**src/sv/ahfc_pkg.sv**
```systemverilog
// ----------------------------------------------------------------------------
// ahfc_pkg - shared types and constants of the ascii hex frame codec
// Word layouts of both channels, frame characters, result kinds, status
// codes and the hex digit helpers.
// ----------------------------------------------------------------------------
`default_nettype none

package ahfc_pkg;

  // command length limit and derived counter width (saturates at limit + 1)
  localparam int unsigned MAX_CMD_BYTES = 261;
  localparam int unsigned CMD_CNT_W     = $clog2(MAX_CMD_BYTES + 2);

  // result words one input word can cause
  localparam int unsigned MAX_RESULTS = 8;
  localparam int unsigned RES_IDX_W   = $clog2(MAX_RESULTS);
  localparam int unsigned RES_CNT_W   = $clog2(MAX_RESULTS + 1);

  // frame characters and check seed
  localparam logic [7:0] CH_STX    = 8'h02;
  localparam logic [7:0] CH_ETX    = 8'h03;
  localparam logic [7:0] CH_ZERO   = 8'h30;
  localparam logic [7:0] CH_ONE    = 8'h31;
  localparam logic [7:0] CHK_SEED  = 8'h01;
  localparam logic [7:0] LEN_EXTEND = 8'hff;

  // shortest acceptable reply, STX and ETX included
  localparam logic [15:0] MIN_REPLY_CHARS = 16'd12;
  localparam logic [15:0] CNT_SAT         = 16'hffff;

  // reply fields by byte position
  localparam logic [15:0] IDX_SW1     = 16'd1;
  localparam logic [15:0] IDX_SW2     = 16'd2;
  localparam logic [15:0] IDX_LEN     = 16'd3;
  localparam logic [15:0] IDX_LEN_HI  = 16'd4;
  localparam logic [15:0] IDX_LEN_LO  = 16'd5;
  localparam logic [15:0] HDR_SHORT   = 16'd4;
  localparam logic [15:0] HDR_EXT     = 16'd6;

  // result kinds
  localparam logic [1:0] KIND_CHAR   = 2'd0;
  localparam logic [1:0] KIND_BYTE   = 2'd1;
  localparam logic [1:0] KIND_STATUS = 2'd2;

  // end status codes
  localparam logic [2:0] ST_OK        = 3'd0;
  localparam logic [2:0] ST_SHORT     = 3'd1;
  localparam logic [2:0] ST_BAD_FRAME = 3'd2;
  localparam logic [2:0] ST_BAD_CHECK = 3'd3;
  localparam logic [2:0] ST_TOO_LONG  = 3'd4;

  // configuration register indexes
  localparam logic [1:0] REG_MAX_REPLY_LEN = 2'd0;
  localparam logic [15:0] MAX_REPLY_LEN_RST = 16'd265;

  // mode codes
  localparam logic FUNC_ENCODE = 1'b0;
  localparam logic FUNC_DECODE = 1'b1;

  typedef struct packed {
    logic       func;
    logic [7:0] data;
    logic       last;
  } ahfc_in_t;

  typedef struct packed {
    logic [1:0]  kind;
    logic [7:0]  value;
    logic [7:0]  sw_one;
    logic [7:0]  sw_two;
    logic [15:0] reply_length;
    logic [2:0]  status;
    logic        last_out;
  } ahfc_out_t;

  // upper-case hex character of a nibble
  function automatic logic [7:0] hex_char(input logic [3:0] nib);
    hex_char = (nib < 4'd10) ? (8'h30 + {4'd0, nib}) : (8'h37 + {4'd0, nib});
  endfunction

  // lenient digit value: any character maps to some nibble
  function automatic logic [3:0] nibble_of(input logic [7:0] c);
    logic [7:0] d;
    d = c - CH_ZERO;
    if (d > 8'd9) begin
      d = d - 8'd7;
    end
    nibble_of = d[3:0];
  endfunction

  // frame character word
  function automatic ahfc_out_t char_word(input logic [7:0] ch, input logic lst);
    ahfc_out_t w;
    w          = '0;
    w.kind     = KIND_CHAR;
    w.value    = ch;
    w.last_out = lst;
    char_word  = w;
  endfunction

endpackage

`default_nettype wire

```
**src/sv/ascii_hex_frame_codec.sv**
```systemverilog
// ----------------------------------------------------------------------------
// ascii_hex_frame_codec - STX/ETX ascii hex framing with xor check
// Encodes command bytes into hex frames and decodes hex reply frames into
// payload bytes and an end status word.
// ----------------------------------------------------------------------------
// Usage:
//   in_word carries func, data and last; a word is taken when in_valid is
//   high and in_stall is low. Each input word is worked out into a list of
//   up to eight result words, which drain one per cycle, while out_stall is
//   low, through the out_word register (out_valid / out_stall).
//   The first result of a word is registered in the pending list when the
//   word is taken, and then in the out_word register.
//   The single output register passes one result per cycle while out_stall
//   is low: a decode character gives at most one result, an encoded command
//   byte two hex characters, plus STX, '0' and '1' at the frame start and
//   the check and ETX at the end of a frame. A new word is taken in the same
//   cycle the last pending result moves to the output register.
//   max_reply_len sits at byte address 0 of the APB port; write it only while
//   the block is idle.
//   Reset clears all framing state, sets max_reply_len to 265 and empties the
//   output. While out_stall is high a valid output word holds and in_stall rises
//   as soon as the pending list cannot drain.
// ----------------------------------------------------------------------------
`default_nettype none

module ascii_hex_frame_codec (
  input  wire                  clk,
  input  wire                  rst_n,
  // input words
  input  wire                  in_valid,
  output logic                 in_stall,
  input  wire ahfc_pkg::ahfc_in_t in_word,
  // result words
  output logic                 out_valid,
  input  wire                  out_stall,
  output ahfc_pkg::ahfc_out_t  out_word,
  // configuration
  input  wire                  psel,
  input  wire                  penable,
  input  wire                  pwrite,
  input  wire  [1:0]           paddr,
  input  wire  [31:0]          pwdata,
  output logic [31:0]          prdata,
  output logic                 pready
);

  // framing state
  logic [7:0]  rchk_r, rchk_nxt;
  logic [15:0] char_cnt_r, char_cnt_nxt;
  logic [15:0] byte_idx_r, byte_idx_nxt;
  logic [3:0]  hi_nib_r, hi_nib_nxt;
  logic        half_r, half_nxt;
  logic        first_r, first_nxt;
  logic        hdr_bad_r, hdr_bad_nxt;
  logic [7:0]  sw1_r, sw1_nxt;
  logic [7:0]  sw2_r, sw2_nxt;
  logic        ext_r, ext_nxt;
  logic [15:0] decl_len_r, decl_len_nxt;
  logic [ahfc_pkg::CMD_CNT_W-1:0] cmd_cnt_r, cmd_cnt_nxt;
  logic [15:0] max_len_r;

  // pending result list and output register
  ahfc_pkg::ahfc_out_t lst_r   [ahfc_pkg::MAX_RESULTS];
  ahfc_pkg::ahfc_out_t lst_nxt [ahfc_pkg::MAX_RESULTS];
  logic [ahfc_pkg::RES_CNT_W-1:0] cnt_r, n_nxt;
  logic                out_valid_r;
  ahfc_pkg::ahfc_out_t out_word_r;

  logic in_acc, out_free, pop;

  // working values
  logic [ahfc_pkg::CMD_CNT_W-1:0] enc_cc, enc_cc_n;
  logic [7:0]  enc_chk, dec_chk, dec_b;
  logic        enc_emit;
  logic [15:0] hdr_len, pay_off;
  logic [2:0]  dec_st;

  // handshake
  assign out_free = !out_valid_r || !out_stall;
  assign pop      = (cnt_r != '0) && out_free;
  assign in_stall = !((cnt_r == '0) ||
                      ((cnt_r == ahfc_pkg::RES_CNT_W'(1)) && pop));
  assign in_acc   = in_valid && !in_stall;

  assign out_valid = out_valid_r;
  assign out_word  = out_word_r;

  // configuration port
  assign pready = 1'b1;
  always_comb begin
    prdata = '0;
    if (paddr == ahfc_pkg::REG_MAX_REPLY_LEN) begin
      prdata = {16'd0, max_len_r};
    end
  end

  always_ff @(posedge clk) begin
    if (!rst_n) begin
      max_len_r <= ahfc_pkg::MAX_REPLY_LEN_RST;
    end else if (psel && penable && pwrite && pready &&
                 paddr == ahfc_pkg::REG_MAX_REPLY_LEN) begin
      max_len_r <= pwdata[15:0];
    end
  end

  // per-word processing: next state and result list
  always_comb begin
    rchk_nxt     = rchk_r;
    char_cnt_nxt = char_cnt_r;
    byte_idx_nxt = byte_idx_r;
    hi_nib_nxt   = hi_nib_r;
    half_nxt     = half_r;
    first_nxt    = first_r;
    hdr_bad_nxt  = hdr_bad_r;
    sw1_nxt      = sw1_r;
    sw2_nxt      = sw2_r;
    ext_nxt      = ext_r;
    decl_len_nxt = decl_len_r;
    cmd_cnt_nxt  = cmd_cnt_r;
    for (int i = 0; i < int'(ahfc_pkg::MAX_RESULTS); i++) begin
      lst_nxt[i] = '0;
    end
    n_nxt    = '0;
    enc_cc   = first_r ? cmd_cnt_r : '0;
    enc_chk  = first_r ? rchk_r : ahfc_pkg::CHK_SEED;
    enc_cc_n = (enc_cc <= ahfc_pkg::CMD_CNT_W'(ahfc_pkg::MAX_CMD_BYTES)) ?
               enc_cc + ahfc_pkg::CMD_CNT_W'(1) : enc_cc;
    enc_emit = enc_cc_n <= ahfc_pkg::CMD_CNT_W'(ahfc_pkg::MAX_CMD_BYTES);
    dec_chk  = first_r ? ahfc_pkg::CHK_SEED : rchk_r;
    dec_b    = {hi_nib_r, ahfc_pkg::nibble_of(in_word.data)};
    hdr_len  = ext_r ? ahfc_pkg::HDR_EXT : ahfc_pkg::HDR_SHORT;
    pay_off  = byte_idx_r - hdr_len;
    if (char_cnt_r < ahfc_pkg::MIN_REPLY_CHARS - 16'd1) begin
      dec_st = ahfc_pkg::ST_SHORT;
    end else if (hdr_bad_r) begin
      dec_st = ahfc_pkg::ST_BAD_FRAME;
    end else if (dec_chk != 8'd0) begin
      dec_st = ahfc_pkg::ST_BAD_CHECK;
    end else begin
      dec_st = ahfc_pkg::ST_OK;
    end

    if (in_acc) begin
      if (in_word.func == ahfc_pkg::FUNC_ENCODE) begin
        // encode: drop any partial reply
        if (char_cnt_r != '0) begin
          char_cnt_nxt = '0;
          byte_idx_nxt = '0;
          hi_nib_nxt   = '0;
          half_nxt     = 1'b0;
          hdr_bad_nxt  = 1'b0;
          sw1_nxt      = '0;
          sw2_nxt      = '0;
          ext_nxt      = 1'b0;
          decl_len_nxt = '0;
        end
        // frame start
        if (!first_r) begin
          lst_nxt[n_nxt[ahfc_pkg::RES_IDX_W-1:0]] =
            ahfc_pkg::char_word(ahfc_pkg::CH_STX, 1'b0);
          n_nxt = n_nxt + ahfc_pkg::RES_CNT_W'(1);
          lst_nxt[n_nxt[ahfc_pkg::RES_IDX_W-1:0]] =
            ahfc_pkg::char_word(ahfc_pkg::CH_ZERO, 1'b0);
          n_nxt = n_nxt + ahfc_pkg::RES_CNT_W'(1);
          lst_nxt[n_nxt[ahfc_pkg::RES_IDX_W-1:0]] =
            ahfc_pkg::char_word(ahfc_pkg::CH_ONE, 1'b0);
          n_nxt = n_nxt + ahfc_pkg::RES_CNT_W'(1);
        end
        // command byte as two hex characters
        if (enc_emit) begin
          enc_chk = enc_chk ^ in_word.data;
          lst_nxt[n_nxt[ahfc_pkg::RES_IDX_W-1:0]] =
            ahfc_pkg::char_word(ahfc_pkg::hex_char(in_word.data[7:4]), 1'b0);
          n_nxt = n_nxt + ahfc_pkg::RES_CNT_W'(1);
          lst_nxt[n_nxt[ahfc_pkg::RES_IDX_W-1:0]] =
            ahfc_pkg::char_word(ahfc_pkg::hex_char(in_word.data[3:0]), 1'b0);
          n_nxt = n_nxt + ahfc_pkg::RES_CNT_W'(1);
        end
        // frame end: check and ETX, or too-long status
        if (in_word.last) begin
          if (!enc_emit) begin
            lst_nxt[n_nxt[ahfc_pkg::RES_IDX_W-1:0]] = '0;
            lst_nxt[n_nxt[ahfc_pkg::RES_IDX_W-1:0]].kind     = ahfc_pkg::KIND_STATUS;
            lst_nxt[n_nxt[ahfc_pkg::RES_IDX_W-1:0]].status   = ahfc_pkg::ST_TOO_LONG;
            lst_nxt[n_nxt[ahfc_pkg::RES_IDX_W-1:0]].last_out = 1'b1;
            n_nxt = n_nxt + ahfc_pkg::RES_CNT_W'(1);
          end else begin
            lst_nxt[n_nxt[ahfc_pkg::RES_IDX_W-1:0]] =
              ahfc_pkg::char_word(ahfc_pkg::hex_char(enc_chk[7:4]), 1'b0);
            n_nxt = n_nxt + ahfc_pkg::RES_CNT_W'(1);
            lst_nxt[n_nxt[ahfc_pkg::RES_IDX_W-1:0]] =
              ahfc_pkg::char_word(ahfc_pkg::hex_char(enc_chk[3:0]), 1'b0);
            n_nxt = n_nxt + ahfc_pkg::RES_CNT_W'(1);
            lst_nxt[n_nxt[ahfc_pkg::RES_IDX_W-1:0]] =
              ahfc_pkg::char_word(ahfc_pkg::CH_ETX, 1'b1);
            n_nxt = n_nxt + ahfc_pkg::RES_CNT_W'(1);
          end
          first_nxt   = 1'b0;
          cmd_cnt_nxt = '0;
          rchk_nxt    = ahfc_pkg::CHK_SEED;
        end else begin
          first_nxt   = 1'b1;
          cmd_cnt_nxt = enc_cc_n;
          rchk_nxt    = enc_chk;
        end
      end else begin
        // decode: drop any open command frame
        if (first_r) begin
          first_nxt   = 1'b0;
          cmd_cnt_nxt = '0;
          rchk_nxt    = ahfc_pkg::CHK_SEED;
        end
        if (in_word.data == ahfc_pkg::CH_ETX) begin
          // end of reply: one status word, then clear
          lst_nxt[0]              = '0;
          lst_nxt[0].kind         = ahfc_pkg::KIND_STATUS;
          lst_nxt[0].sw_one       = sw1_r;
          lst_nxt[0].sw_two       = sw2_r;
          lst_nxt[0].reply_length = decl_len_r;
          lst_nxt[0].status       = dec_st;
          lst_nxt[0].last_out     = 1'b1;
          n_nxt        = ahfc_pkg::RES_CNT_W'(1);
          char_cnt_nxt = '0;
          byte_idx_nxt = '0;
          hi_nib_nxt   = '0;
          half_nxt     = 1'b0;
          hdr_bad_nxt  = 1'b0;
          sw1_nxt      = '0;
          sw2_nxt      = '0;
          ext_nxt      = 1'b0;
          decl_len_nxt = '0;
        end else if (char_cnt_r == '0) begin
          // first character should be STX
          hdr_bad_nxt  = (in_word.data != ahfc_pkg::CH_STX);
          rchk_nxt     = 8'd0;
          char_cnt_nxt = 16'd1;
        end else begin
          if (char_cnt_r != ahfc_pkg::CNT_SAT) begin
            char_cnt_nxt = char_cnt_r + 16'd1;
          end
          if (!half_r) begin
            hi_nib_nxt = ahfc_pkg::nibble_of(in_word.data);
            half_nxt   = 1'b1;
          end else begin
            // complete byte
            half_nxt = 1'b0;
            rchk_nxt = dec_chk ^ dec_b;
            if (byte_idx_r == ahfc_pkg::IDX_SW1) begin
              sw1_nxt = dec_b;
            end else if (byte_idx_r == ahfc_pkg::IDX_SW2) begin
              sw2_nxt = dec_b;
            end else if (byte_idx_r == ahfc_pkg::IDX_LEN) begin
              if (dec_b == ahfc_pkg::LEN_EXTEND) begin
                ext_nxt = 1'b1;
              end else begin
                decl_len_nxt = {8'd0, dec_b};
              end
            end else if (ext_r && byte_idx_r == ahfc_pkg::IDX_LEN_HI) begin
              decl_len_nxt = {dec_b, 8'd0};
            end else if (ext_r && byte_idx_r == ahfc_pkg::IDX_LEN_LO) begin
              decl_len_nxt = {decl_len_r[15:8], decl_len_r[7:0] | dec_b};
            end else if (byte_idx_r >= hdr_len && byte_idx_r != ahfc_pkg::CNT_SAT &&
                         pay_off < decl_len_r && pay_off < max_len_r) begin
              lst_nxt[0]       = '0;
              lst_nxt[0].kind  = ahfc_pkg::KIND_BYTE;
              lst_nxt[0].value = dec_b;
              n_nxt            = ahfc_pkg::RES_CNT_W'(1);
            end
            if (byte_idx_r != ahfc_pkg::CNT_SAT) begin
              byte_idx_nxt = byte_idx_r + 16'd1;
            end
          end
        end
      end
    end
  end

  // framing state registers
  always_ff @(posedge clk) begin
    if (!rst_n) begin
      rchk_r     <= ahfc_pkg::CHK_SEED;
      char_cnt_r <= '0;
      byte_idx_r <= '0;
      hi_nib_r   <= '0;
      half_r     <= 1'b0;
      first_r    <= 1'b0;
      hdr_bad_r  <= 1'b0;
      sw1_r      <= '0;
      sw2_r      <= '0;
      ext_r      <= 1'b0;
      decl_len_r <= '0;
      cmd_cnt_r  <= '0;
    end else begin
      rchk_r     <= rchk_nxt;
      char_cnt_r <= char_cnt_nxt;
      byte_idx_r <= byte_idx_nxt;
      hi_nib_r   <= hi_nib_nxt;
      half_r     <= half_nxt;
      first_r    <= first_nxt;
      hdr_bad_r  <= hdr_bad_nxt;
      sw1_r      <= sw1_nxt;
      sw2_r      <= sw2_nxt;
      ext_r      <= ext_nxt;
      decl_len_r <= decl_len_nxt;
      cmd_cnt_r  <= cmd_cnt_nxt;
    end
  end

  // pending list count
  always_ff @(posedge clk) begin
    if (!rst_n) begin
      cnt_r <= '0;
    end else if (in_acc) begin
      cnt_r <= n_nxt;
    end else if (pop) begin
      cnt_r <= cnt_r - ahfc_pkg::RES_CNT_W'(1);
    end
  end

  // pending list payload: load on accept, shift toward the head on pop
  always_ff @(posedge clk) begin
    if (in_acc) begin
      for (int i = 0; i < int'(ahfc_pkg::MAX_RESULTS); i++) begin
        lst_r[i] <= lst_nxt[i];
      end
    end else if (pop) begin
      for (int i = 0; i < int'(ahfc_pkg::MAX_RESULTS) - 1; i++) begin
        lst_r[i] <= lst_r[i+1];
      end
    end
  end

  // output register
  always_ff @(posedge clk) begin
    if (!rst_n) begin
      out_valid_r <= 1'b0;
    end else if (out_free) begin
      out_valid_r <= (cnt_r != '0);
    end
  end

  always_ff @(posedge clk) begin
    if (out_free) begin
      out_word_r <= lst_r[0];
    end
  end

  // checks
  a_cnt_range: assert property (@(posedge clk) disable iff (!rst_n)
    cnt_r <= ahfc_pkg::RES_CNT_W'(ahfc_pkg::MAX_RESULTS))
    else $error("pending list count out of range");

  a_status_last: assert property (@(posedge clk) disable iff (!rst_n)
    (out_valid_r && out_word_r.kind == ahfc_pkg::KIND_STATUS) |-> out_word_r.last_out)
    else $error("status word without last_out");

  a_kind_valid: assert property (@(posedge clk) disable iff (!rst_n)
    out_valid_r |-> (out_word_r.kind == ahfc_pkg::KIND_CHAR ||
                     out_word_r.kind == ahfc_pkg::KIND_BYTE ||
                     out_word_r.kind == ahfc_pkg::KIND_STATUS))
    else $error("unknown result kind");

  a_cmd_sat: assert property (@(posedge clk) disable iff (!rst_n)
    cmd_cnt_r <= ahfc_pkg::CMD_CNT_W'(ahfc_pkg::MAX_CMD_BYTES + 1))
    else $error("command count past saturation");

  a_modes_exclusive: assert property (@(posedge clk) disable iff (!rst_n)
    !(first_r && char_cnt_r != '0))
    else $error("encode and decode frames open together");

endmodule

`default_nettype wire

```
**config.mk**
```make
export PLATFORM = sky130hd
export DESIGN_NAME = ascii_hex_frame_codec
export DESIGN_NICKNAME = d
export VERILOG_FILES = /design/src/sv/ahfc_pkg.sv /design/src/sv/ascii_hex_frame_codec.sv
export SDC_FILE = /design/constraint.sdc
export NUM_CORES = 1
export LEC_CHECK = 0
export ABC_CLOCK_PERIOD_IN_PS = 5950
export BUFFER_PORTS_ARGS = -buffer_cell sky130_fd_sc_hd__buf_4
export CORE_ASPECT_RATIO = 1.4
export CORE_MARGIN = 1
export CORE_UTILIZATION = 45
export DETAILED_ROUTE_END_ITERATION = 6
export GPL_ROUTABILITY_DRIVEN = 0
export GPL_TIMING_DRIVEN = 0
export HOLD_SLACK_MARGIN = 0.1
export PLACE_DENSITY_LB_ADDON = 0.08
export SETUP_SLACK_MARGIN = 0.2
export SYNTH_ARGS = -nofsm -noshare
export SYNTH_HDL_FRONTEND = slang
export SYNTH_SLANG_ARGS = --single-unit
```
**constraint.sdc**
```tcl
create_clock -name clk -period 5.95 [get_ports clk]
set_input_delay 0.8925 -clock clk [delete_from_list [all_inputs] [get_ports clk]]
set_output_delay 0.8925 -clock clk [all_outputs]
set_load 0.1 [all_outputs]
```
**Yosys cells after proc, flatten, opt, wreduce, memory -nomap -nowiden**

Memory sizes are Yosys's and may differ from the RTL's. A register that Yosys moved wholly into a read port is not among the register bits.
Cells that the tools add are included.

- Memories: 1
- Memory bits (writable): 368
- Register bits after elaboration: 110
- Output and inout port bits: 81
- Input port bits: 51
- Logic and storage cells: 300

- Add/subtract/negate cells: 20
- Reductions and logical operators: 40
- Bitwise operators: 20
- Multiplexer cells: 155
- Eq/ne operators: 27
- Order comparisons: 21

Memory list:

| name | words | width | read ports | clocked after memory_dff | write ports | RTL line | source |
|---|---|---|---|---|---|---|---|
| lst_r | 8 | 46 | 8 | 1 | 8 | ascii_hex_frame_codec.sv:63 | `ahfc_pkg::ahfc_out_t lst_r [ahfc_pkg::MAX_RESULTS];` |

Operator list:

| cell | count |
|---|---|
| 368-bit bitwise mux | 7 |
| 368-bit two-way mux | 6 |
| 46-bit demux with 3-bit select | 8 |
| 46-bit two-way mux | 15 |
| 368-bit bitwise AND | 1 |
| 368-bit inverter | 1 |
| 45-bit two-way mux | 8 |
| 344-bit bitwise AND | 1 |
| 344-bit inverter | 1 |
| 322-bit two-way mux | 1 |
| 16-bit two-way mux | 20 |
| 138-bit two-way mux | 2 |
| 8-bit two-way mux | 23 |
| 130-bit two-way mux | 1 |
| 4-bit two-way mux | 17 |
| 6-bit by 4-bit adder with 7-bit output (first input constant) | 8 |
| 9-bit two-way mux | 5 |
| 1-bit two-way mux | 33 |
| 16-bit by 1-bit adder with 16-bit output (second input constant) | 2 |
| 16-bit by 2-bit == test with 1-bit output (second input constant) | 2 |
| 16-bit by 3-bit == test with 1-bit output (second input constant) | 2 |
| 16-bit < comparator | 2 |
| 16-bit != test (second input constant) | 2 |
| 7-bit two-way mux | 4 |
| other kinds (47) | 111 |

**Depth between registers and ports, before layout**

- Depth after elaboration: 27
- Gate-level depth with buffers: 26
- Depth with buffers taken out: 18

**Worst setup path after synthesis**

No wires, ideal clock.

- Kind: reg2reg
- Start point: register first_r
- End point: memory lst_r[4][38] (netlist bit), data pin
- Path buffers: 8
- Path slack: 531 ps
- Clock period less this slack: 5419 ps
- Data arrival time: 5157 ps
- Library setup time: 263 ps
- Stages on the path, launching flop included: 26
- Cell sequence: dfxtp_1 > buf_6 > clkbuf_1 > clkbuf_1 > clkbuf_1 > buf_4 > clkbuf_1 > clkbuf_1 > and2_1 > ha_1 > nand4_1 > o21a_1 > o311ai_4 > nand4_2 > o21ai_2 > buf_6 > nand2_2 > xor2_2 > inv_1 > ha_1 > a21oi_1 > nand2_1 > o21ai_0 > a22o_1 > a221oi_1 > o21ai_1

RTL lines:

| what | RTL line | source |
|---|---|---|
| from (decl) | ascii_hex_frame_codec.sv:53 | `logic first_r, first_nxt;` |
| from (signal assigned) | ascii_hex_frame_codec.sv:299 | `first_r <= first_nxt;` |
| to (decl) | ascii_hex_frame_codec.sv:63 |  |

==> run metrics <==
result of the run=complete, no violations; worst-path cell chain=buf_6 -> clkbuf_4 -> buf_6 -> buf_6 -> buf_6 -> clkbuf_8 -> clkbuf_8 -> and2_1 -> ha_2 -> nand4_1 -> o21a_1 -> o311ai_4 -> nand4_4 -> o21ai_4 -> inv_2 -> buf_2 -> ha_1 -> inv_2 -> nor2_1 -> clkbuf_1 -> a21oi_2 -> nand4_1 -> a222oi_1 -> a21oi_1; post-synthesis sequential element count=approximately 260; wire length of the first global-routing pass=71.0 mm; count of TritonRoute iterations in the first routing pass=6; overall power of the completed layout=approximately 8 mW; transition time at the pin with the least slew margin=between 1 and 1.5 ns; most frequent cells in the layout=154 x sky130_fd_sc_hd__edfxtp_1, 147 x sky130_fd_sc_hd__nor2_1, 143 x sky130_fd_sc_hd__nand2_1, 112 x sky130_fd_sc_hd__buf_4, 109 x sky130_fd_sc_hd__dfxtp_1; highest ir drop seen on vdd=around 0.00045 V; final wirelength=between 40 and 50 mm; Setup violations, final=0; number of buffers on the longest clock path=3; final-layout setup total negative slack=0 ns; die area=~0.034 mm^2; NumNets Final=around 1.8k; critical path data arrival time=around 6 ns; Cell variety after synth=95; sum of net half-perimeters after detailed placement=34.0 mm; Die W=between 150 and 200 um; post-layout minimum cycle time=~5.7 ns; CP dominant cell by count=sky130_fd_sc_hd__buf_6; number of buffers inserted for hold repair after clock tree synthesis=0; initial antenna violation count=0; 1st-iter DRT viols=about 1.2k; DR WL/cell=21.0 um; via count of the first global-routing pass=about 12k; global-route usage over all layers=between 20 and 30%; setup slack, reg-to-reg=0.29 ns; final count of pins violating max slew=0; post-synthesis to final-layout area growth=17.2%; element type at the critical path end=flop; clock latency of the later-clocked register in the worst-skew pair=0.58 ns; fraction of the yosys area taken by sequential cells=46.3%; global route total overflow=0; Num Clock Sinks=~260; per-cell via count in the routed design=a little under 6; area inside the core boundary=about 0.032 mm^2; slowest CP cell=sky130_fd_sc_hd__dfxtp_4; Final Skew=between 0.03 and 0.04 ns; area of all placed cells without fillers=0.0173 mm^2; share of flip-flops with an asynchronous set or reset=0%; crit-path max cell delay=between 0.4 and 0.5 ns; required time of the worst setup path=6.28 ns; count of unresolved DRC violations after routing=0; Crit path max-delay family=buffers and inverters; # rows=78; Hold Crit Class=reg2reg; die height=~220 um; placed instance area=between 0.015 and 0.02 mm^2; MaxCap Viol Count=0; IO Count=132; number of vias after detailed routing=roughly 13k; reg2reg path depth=24; maximum fanout count along the critical path=13; cts bufs inserted=28; final antenna-violating net count=0; count of buffers from port buffering=slightly above 90; number of stages on the worst setup path=24; synthesis warning total=0; post-synthesis instance area=0.0148 mm^2; CTS tree=built; worst slew margin relative to its limit=a little under a quarter; most frequent standard cell in the layout excluding fill and tap cells=sky130_fd_sc_hd__edfxtp_1; H-tree depth=1; proportion of layout cells with a drive suffix above 1=approximately 14%; Starting Density=between 40% and 50%; average cell area after synthesis=approximately 9.4 um^2; predominant post-synthesis flop cell=sky130_fd_sc_hd__edfxtp_1; fraction of the cycle the final worst path needs=95.2%; post-CTS clock slew at the launch and capture registers of the worst setup and hold paths=approximately 0.07 ns; leakage=about 6.4 nW; startpoint type of the worst setup path=flop; number of buffer and inverter stages on the critical path=11; unrepaired setup endpoints after global routing=no; power per standard cell area=~460 mW/mm^2; cells after synthesis=1,562; Fmax achieved=0.177 GHz; largest net degree at the start of global routing=70; final hold violation count=0; number of filler instances in the final layout=between 3k and 4k; Min-Delay Path Depth=0; master cell of the clock root buffer=sky130_fd_sc_hd__clkbuf_16; ANT cells=0; critical setup path kind=reg2reg; number of enable-type register cells in the synthesized netlist=between 150 and 200
through the flow:
step | util [%] | setup WS, ns | cells | hold WS (ns)
finish | 53.5 | 0.288 | 2172 | 0.416
global route | 53.5 | 0.178 | 2172 | 0.424
detailed placement | 50.0 | -2.01 | 2119 | 0.405
CTS | 53.4 | 0.244 | 2171 | 0.418
global placement | 49.8 | -2.02 | 2116 | 0.402
floorplan | - | 0.531 | 1583 | 0.400
final timing paths:
kind / from / end
min: lst_r[0][35]$_SDFFCE_PP0P_ / out_word[35]$_DFFE_PN_
max reg2reg: first_r$_SDFFE_PN0P_ / lst_r[1][36]$_DFFE_PP_
max: first_r$_SDFFE_PN0P_ / lst_r[1][36]$_DFFE_PP_
min reg2reg: lst_r[0][35]$_SDFFCE_PP0P_ / out_word[35]$_DFFE_PN_
synthesized netlist by cell type, types with 8 or more instances:
cell type / count / share of area [%]
sky130_fd_sc_hd__edfxtp_1: 154 / 31
sky130_fd_sc_hd__nor2_1: 147 / 3.7
sky130_fd_sc_hd__nand2_1: 145 / 3.7
sky130_fd_sc_hd__dfxtp_1: 110 / 15
sky130_fd_sc_hd__a21oi_1: 103 / 3.5
sky130_fd_sc_hd__o21ai_0: 88 / 3.0
sky130_fd_sc_hd__nor3_1: 70 / 2.4
sky130_fd_sc_hd__inv_1: 68 / 1.7
sky130_fd_sc_hd__clkbuf_1: 67 / 1.7
sky130_fd_sc_hd__ha_1: 60 / 5.1
sky130_fd_sc_hd__nand3_1: 44 / 1.5
sky130_fd_sc_hd__and2_1: 31 / 1.3
sky130_fd_sc_hd__nand4_1: 30 / 1.3
sky130_fd_sc_hd__xor2_1: 30 / 1.8
sky130_fd_sc_hd__a22o_1: 22 / 1.3
sky130_fd_sc_hd__mux2i_1: 22 / 1.5
sky130_fd_sc_hd__a31oi_1: 20 / 0.85
sky130_fd_sc_hd__and3_1: 20 / 0.85
sky130_fd_sc_hd__xnor2_1: 20 / 1.2
sky130_fd_sc_hd__buf_4: 19 / 0.97
sky130_fd_sc_hd__a22oi_1: 18 / 0.92
sky130_fd_sc_hd__a221oi_1: 17 / 1.0
sky130_fd_sc_hd__o22ai_1: 16 / 0.68
sky130_fd_sc_hd__a21o_1: 15 / 0.76
sky130_fd_sc_hd__nor2b_1: 14 / 0.59
sky130_fd_sc_hd__o211ai_1: 13 / 0.66
sky130_fd_sc_hd__nor4_1: 12 / 0.51
sky130_fd_sc_hd__o31ai_1: 11 / 0.56
sky130_fd_sc_hd__a211oi_1: 10 / 0.51
sky130_fd_sc_hd__buf_6: 10 / 0.76
sky130_fd_sc_hd__a221o_1: 8 / 0.54
sky130_fd_sc_hd__and4_1: 8 / 0.47
cell families (layout without fill, tap and decap cells):
kind of cell,count (synthesis),in the layout,share of synthesized area [%]
AND/OR/NAND/NOR,562,562,18.9
AO/OA/AOI/OAI,426,426,19.7
flip-flops,264,264,46.3
buffers and inverters,174,323,5.43
adder cells (fa/ha/maj),60,60,5.09
XOR/XNOR,51,51,3.08
multiplexers,23,23,1.57
other,2,23,0.0509
registers in the layout, summed over array words and instances, names as in the netlist:
signal,count
ext_r,1
first_r,1
half_r,1
sw1_r,8
rchk_r,8
byte_idx_r,16
cnt_r,4
lst_r,108
max_len_r,16
sw2_r,8
hdr_bad_r,1
out_word,46
decl_len_r,16
cmd_cnt_r,9
hi_nib_r,4
out_valid,1
char_cnt_r,16
per-layer routing:
layer  routed length, um  global-route usage, %
met5                   0                      0
met1               16900                   30.9
met3                2540                   3.46
met2               23200                   49.3
met4                3060                   17.1
worst register-to-register path: stages, from the launching register on:
cell and delay (ns):
sky130_fd_sc_hd__dfxtp_4 0.45, sky130_fd_sc_hd__buf_6 0.19, sky130_fd_sc_hd__clkbuf_4 0.22, sky130_fd_sc_hd__buf_6 0.17
sky130_fd_sc_hd__buf_6 0.17, sky130_fd_sc_hd__buf_6 0.18, sky130_fd_sc_hd__clkbuf_8 0.22, sky130_fd_sc_hd__clkbuf_8 0.21
sky130_fd_sc_hd__and2_1 0.17, sky130_fd_sc_hd__ha_2 0.24, sky130_fd_sc_hd__nand4_1 0.20, sky130_fd_sc_hd__o21a_1 0.26
sky130_fd_sc_hd__o311ai_4 0.31, sky130_fd_sc_hd__nand4_4 0.18, sky130_fd_sc_hd__o21ai_4 0.23, sky130_fd_sc_hd__inv_2 0.12
sky130_fd_sc_hd__buf_2 0.24, sky130_fd_sc_hd__ha_1 0.26, sky130_fd_sc_hd__inv_2 0.14, sky130_fd_sc_hd__nor2_1 0.07
sky130_fd_sc_hd__clkbuf_1 0.25, sky130_fd_sc_hd__a21oi_2 0.32, sky130_fd_sc_hd__nand4_1 0.23, sky130_fd_sc_hd__a222oi_1 0.32
sky130_fd_sc_hd__a21oi_1 0.08
what timing repair did:
action / CTS / global route
endpoints found under the hold margin: 0 / 0
resized for setup: 24 / 15
setup endpoints to repair: 76 / 30
setup buffers: 0 / 1
pin swaps: 1 / 1
area by class of cell:
type                            instances  area [um^2]  area share, %
Sequential cell                       264         6830           39.5
Multi-Input combinational cell       1145         7300           42.2
Buffer                                104          586           3.39
Inverter                               70          263           1.52
Timing Repair Buffer                   97          764           4.42
Tap cell                              440          551           3.18
Clock buffer                           35          788           4.56
Clock inverter                         17          218           1.26
power by group:
part           switching [mW]  internal, mW
Clock                   0.786          1.09
Combinational            2.51         0.681
Sequential              0.202          2.73
No activity file was read; power rests on OpenSTA's default activity.
